==> src/design/qs_pkg.sv <==
`timescale 1ns / 1ps
// ----------------------------------------------------------------------------
// qs_pkg
// Shared constants and pipeline record types for the quaternion slerp block.
// ----------------------------------------------------------------------------
package qs_pkg;

  localparam logic [15:0] ONE_Q15    = 16'd32768;
  localparam logic [30:0] ONE_Q30    = 31'h4000_0000;
  localparam logic [16:0] QUARTER    = 17'd65536;
  localparam logic [15:0] THR_RESET  = 16'd32752;

  // sine polynomial coefficients, Q30
  localparam logic [30:0] SIN_A      = 31'd1686629713;
  localparam logic [30:0] SIN_B      = 31'd688904866;
  localparam logic [30:0] SIN_C      = 31'd76016977;

  localparam int          SQ_STEPS   = 32;
  localparam int          SRCH_STEPS = 17;
  localparam int          SIN_LAT    = 4;
  localparam int          DIV_STEPS  = 17;

  localparam logic [15:0] SAT_POS    = 16'h7fff;
  localparam logic [15:0] SAT_NEG    = 16'h8000;

  // item record carried down the main pipeline
  typedef struct packed {
    logic [3:0][16:0] a;    // first quaternion, sign-extended, may be negated
    logic [3:0][15:0] b;
    logic [15:0]      t;    // clamped blend fraction
    logic             lin;  // linear blend path
    logic [3:0][31:0] l;    // linear blend, Q30
    logic [30:0]      d;    // clamped dot magnitude, Q30
    logic [16:0]      p;    // angle, quarter turn = QUARTER
    logic [62:0]      v;    // square root remainder
    logic [62:0]      r;    // square root result
  } car_t;

  // divider stage record
  typedef struct packed {
    logic             lin;
    logic             zero;
    logic [3:0]       neg;
    logic [3:0]       sat;
    logic [31:0]      den;
    logic [3:0][47:0] rem;
    logic [3:0][16:0] q;
  } dv_t;

endpackage

==> src/design/qs_sin.sv <==
`timescale 1ns / 1ps
// ----------------------------------------------------------------------------
// qs_sin
// Four-stage sine of a quarter-turn fraction, Q30 result.
// ----------------------------------------------------------------------------
module qs_sin import qs_pkg::*; (
  input  logic        clk_i,
  input  logic        en_i,
  input  logic [16:0] p_i,
  output logic [30:0] sin_o
);

  logic [30:0] x0;
  logic [61:0] m0, m1, m2, m3;
  logic [30:0] x1_q, x2a_q, x2_q, x3_q, x2b_q, inner_q, mid_q, sin_q;
  logic [30:0] x2_d, inner_d, mid_d, sin_d;

  always_comb begin
    x0      = {p_i, 14'd0};
    m0      = x0 * x0;
    x2_d    = m0[60:30];
    m1      = x2_q * SIN_C;
    inner_d = SIN_B - m1[60:30];
    m2      = x2b_q * inner_q;
    mid_d   = SIN_A - m2[60:30];
    m3      = x3_q * mid_q;
    sin_d   = m3[60:30];
  end

  always_ff @(posedge clk_i) begin
    if (en_i) begin
      x1_q    <= x0;
      x2_q    <= x2_d;
      x2a_q   <= x1_q;
      x2b_q   <= x2_q;
      inner_q <= inner_d;
      x3_q    <= x2a_q;
      mid_q   <= mid_d;
      sin_q   <= sin_d;
    end
  end

  assign sin_o = sin_q;

endmodule

==> config.mk <==
export PLATFORM = sky130hd
export DESIGN_NAME = qs_sin
export DESIGN_NICKNAME = d
export VERILOG_FILES = /design/src/design/qs_pkg.sv /design/src/design/qs_sin.sv
export SDC_FILE = /design/constraint.sdc
export NUM_CORES = 2
export LEC_CHECK = 0
export BUFFER_PORTS_ARGS = -buffer_cell sky130_fd_sc_hd__buf_4
export CAP_MARGIN = 10
export CORE_ASPECT_RATIO = 0.75
export CORE_MARGIN = 4
export CORE_UTILIZATION = 25
export CTS_CLUSTER_SIZE = 24
export DETAILED_ROUTE_END_ITERATION = 8
export GPL_ROUTABILITY_DRIVEN = 0
export PLACE_DENSITY = 0.43
export SKIP_CTS_REPAIR_TIMING = 1
export SLEW_MARGIN = 20
export SYNTH_ARGS = -nofsm -noshare
export SYNTH_HDL_FRONTEND = slang
export SYNTH_SLANG_ARGS = --single-unit
==> constraint.sdc <==
create_clock -name clk_i -period 8.4 [get_ports clk_i]
set_input_delay 0.42 -clock clk_i [delete_from_list [all_inputs] [get_ports clk_i]]
set_output_delay 0.42 -clock clk_i [all_outputs]
set_load 0.05 [all_outputs]
==> run_results.csv <==
group,metric,value,unit
run_status,run_status,"finished, violations left",
run_status,violations,"setup timing",
critical_path,arrival,9.27,ns
die,die_w,640,µm
grt,grt_max_degree,120,
critical_path,cpMostUsedCell,"fa_1",
timing,hold_violations,0,
routing,dr.pass1.iters,5,
yosys,ys_ff_latch,205,
critical_path,startpoint_type,"register",
clocking,clock_path_buffers,3,
critical_path,cp_max_fo,6,
layout,layout.nets,10900,
yosys,yosysSeqAreaShare,8.22,%
yosys,netlist_instances,7844,
yosys,synth-edff-count,205,
die,fp.dieH,482,µm
timing,fmaxAchievable,113,MHz
routing,via_per_inst,4.27,
timing,fin_ws,-0.476,ns
timing,grt_setup_unrepaired,"true",
die,coreArea,0.297,mm²
yosys,ys_types,87,
clocking,cts_tree,"yes",
worst_hold_path,hp-class,"in2reg",
yosys,yosysTopAreaCellShare,46.9,%
die,die_area,0.309,mm²
timing,slew_headroom,27.1,%
yosys,synthArstFlopShare,0,%
grt,grt_usage,14.7,%
routing,drc,0,
yosys,syn_nets,10400,
critical_path,criticalPathCategory,"reg2reg",
layout,num-fill-cells,31400,
yosys,synth_commonest_cells,"inv_1 (2,101), fa_1 (1,755), nand2_1 (1,005), ha_1 (799), and2_1 (689)",
clocking,h-tree-depth,1,
grt,grt_pass1_vias,58100,
critical_path,crit_slowest_cell,"fa_1",
grt,grt_remaining_overflow,0,
yosys,synth_flop_cell,"edfxtp_1",
yosys,synth.area.top_cells,"fa_1 (47%), ha_1 (13%), inv_1 (11%)",
timing,worst_slew_pin_slew,1.09,ns
timing,fin_crit,8.88,ns
die,num_rows,173,
routing,vias,52500,
layout,area_growth,16.4,%
routing,post_drt_wl_per_cell,18.1,µm
grt,antenna_found_initial,3,
timing,finalSetupViolCount,7,
clocking,cts_made_buffers,28,
clocking,insertion_delay,0.66,ns
critical_path,cp_data_required_time,8.79,ns
yosys,synth.largest_area_cell,"fa_1",
layout,drive_above_1_share,12.6,%
place,place_hpwl,191000,µm
yosys,syn_avg_cell_area,9.55,µm²
timing,slew_viol_final,0,
layout,n_antenna_cell,0,
job,maxCapViolations,0,
place,dp_slack,-0.605,ns
clocking,cts_sinks,205,
die,io_pins,50,
grt,grt_pass1_wl,355000,µm
die,start_util,25.2,%
routing,totalWireLength,223000,µm
yosys,yosysWarnings,0,
place,port_buffers,49,
yosys,synth_most_common_cell,"inv_1",
clocking,cts.clk_slew.worst_paths,0.07,ns
critical_path,crit_path_max_incr_delay,0.55,ns
routing,ant_nets,0,
clocking,cts_root_buffer,"clkbuf_16",
yosys,synth_area,0.0749,mm²
critical_path,cp-end-kind,"register",
timing,fin_crit_sh,106,%
routing,drt-initial-drc-count,2765,
timing,fin_worst_skew,0.0714,ns
placed cells by master (no fill, tap or decap), types with 7 or more instances in the layout:
master | synthesis | routed
fa_2 | 0 | 27
o21a_1 | 42 | 42
ha_4 | 0 | 24
nor4_1 | 9 | 7
a21oi_2 | 2 | 16
a211o_1 | 7 | 7
nor2_2 | 0 | 9
fa_1 | 1755 | 1728
or3_1 | 8 | 7
o21ai_1 | 13 | 21
nand2_1 | 1005 | 999
inv_2 | 0 | 23
nand4_1 | 20 | 20
nor3_1 | 40 | 35
a21o_1 | 58 | 58
xnor2_1 | 113 | 109
buf_4 | 0 | 718
and3_1 | 23 | 21
ha_1 | 799 | 773
nand2b_1 | 12 | 12
o211ai_1 | 14 | 14
buf_6 | 0 | 27
a21oi_1 | 138 | 120
clkbuf_16 | 0 | 29
o21bai_1 | 19 | 18
o21ai_0 | 71 | 59
a31oi_1 | 13 | 10
and2_1 | 689 | 685
nor2_1 | 131 | 120
xor2_1 | 46 | 43
nand3_1 | 33 | 28
edfxtp_1 | 205 | 205
buf_12 | 0 | 42
nor2b_1 | 14 | 14
inv_1 | 2101 | 2076
state kept, by name, summed over array words and instances, names as in the netlist:
signal / cells
inner_q: 30
x1_q: 17
x2b_q: 31
mid_q: 31
sin_o: 31
x2_q: 31
x3_q: 17
x2a_q: 17
logic make-up (layout without fill, tap and decap cells):
logic type | after synthesis | after routing | share of synthesized area [%]
buffers and inverters | 2415 | 2942 | 12.1
XOR/XNOR | 161 | 161 | 1.90
adder cells (fa/ha/maj) | 2554 | 2554 | 60.2
AO/OA/AOI/OAI | 477 | 477 | 4.33
AND/OR/NAND/NOR | 2023 | 2023 | 13.1
multiplexers | 9 | 9 | 0.124
flip-flops | 205 | 205 | 8.22
critical path: cells and delay by family, from the launching register on:
kind | cells | cell delay (ns)
fa+ha+maj | 9 | 4.37
simple gates | 5 | 1.01
flops | 1 | 0.49
buf+inv | 4 | 0.47
compound gates | 9 | 2.08
xor+xnor | 2 | 0.24
area by class of cell:
class                      instances  area (µm²)  share of cell area (%)
clock buffer                      31         712                   0.816
clock inverter                    19         145                   0.166
inverter                        2101        7890                    9.05
multi-input combinational       5224       60800                    69.7
sequential                       205        6160                    7.06
tap                             3937        4930                    5.65
timing repair buffer             791        6610                    7.57
final timing paths:
check,start,endpoint,slack (ns),cells after the start
hold reg to reg,x1_q[29],x2a_q[29],0.41,0
setup reg to reg,inner_q[7],mid_q[30],-0.48,29
hold / removal,p_i[16],x1_q[30],0.15,1
setup / recovery,inner_q[7],mid_q[30],-0.48,29
per-layer routing:
| metal | vias up | global-route usage [%] | share of wire [%] |
|---|---|---|---|
| met1 | 27300 | 23.3 | 52 |
| met3 | 96 | 1.63 | 4.5 |
| met4 | 0 | 1.27 | 0.93 |
| met5 | - | 0 | 0 |
| li1 | 24100 | - | - |
| met2 | 993 | 22.2 | 43 |
metrics by stage:
step,utilization (%),cell area (µm²),TNS [ns],instances,hold slack (ns)
CTS,28.8,85700,-6.51,12300,0.0607
global route,29.3,87300,-4.90,12300,0.0823
global placement,28.5,84800,-5.56,12200,0.401
finish,29.3,87300,-1.56,12300,0.148
detailed placement,28.5,84800,-5.46,12200,0.405
floorplan,-,74900,0,7844,0.400
Power is not shown: default switching activity piles up to over one toggle a cycle in this logic, so the estimate is an artifact.
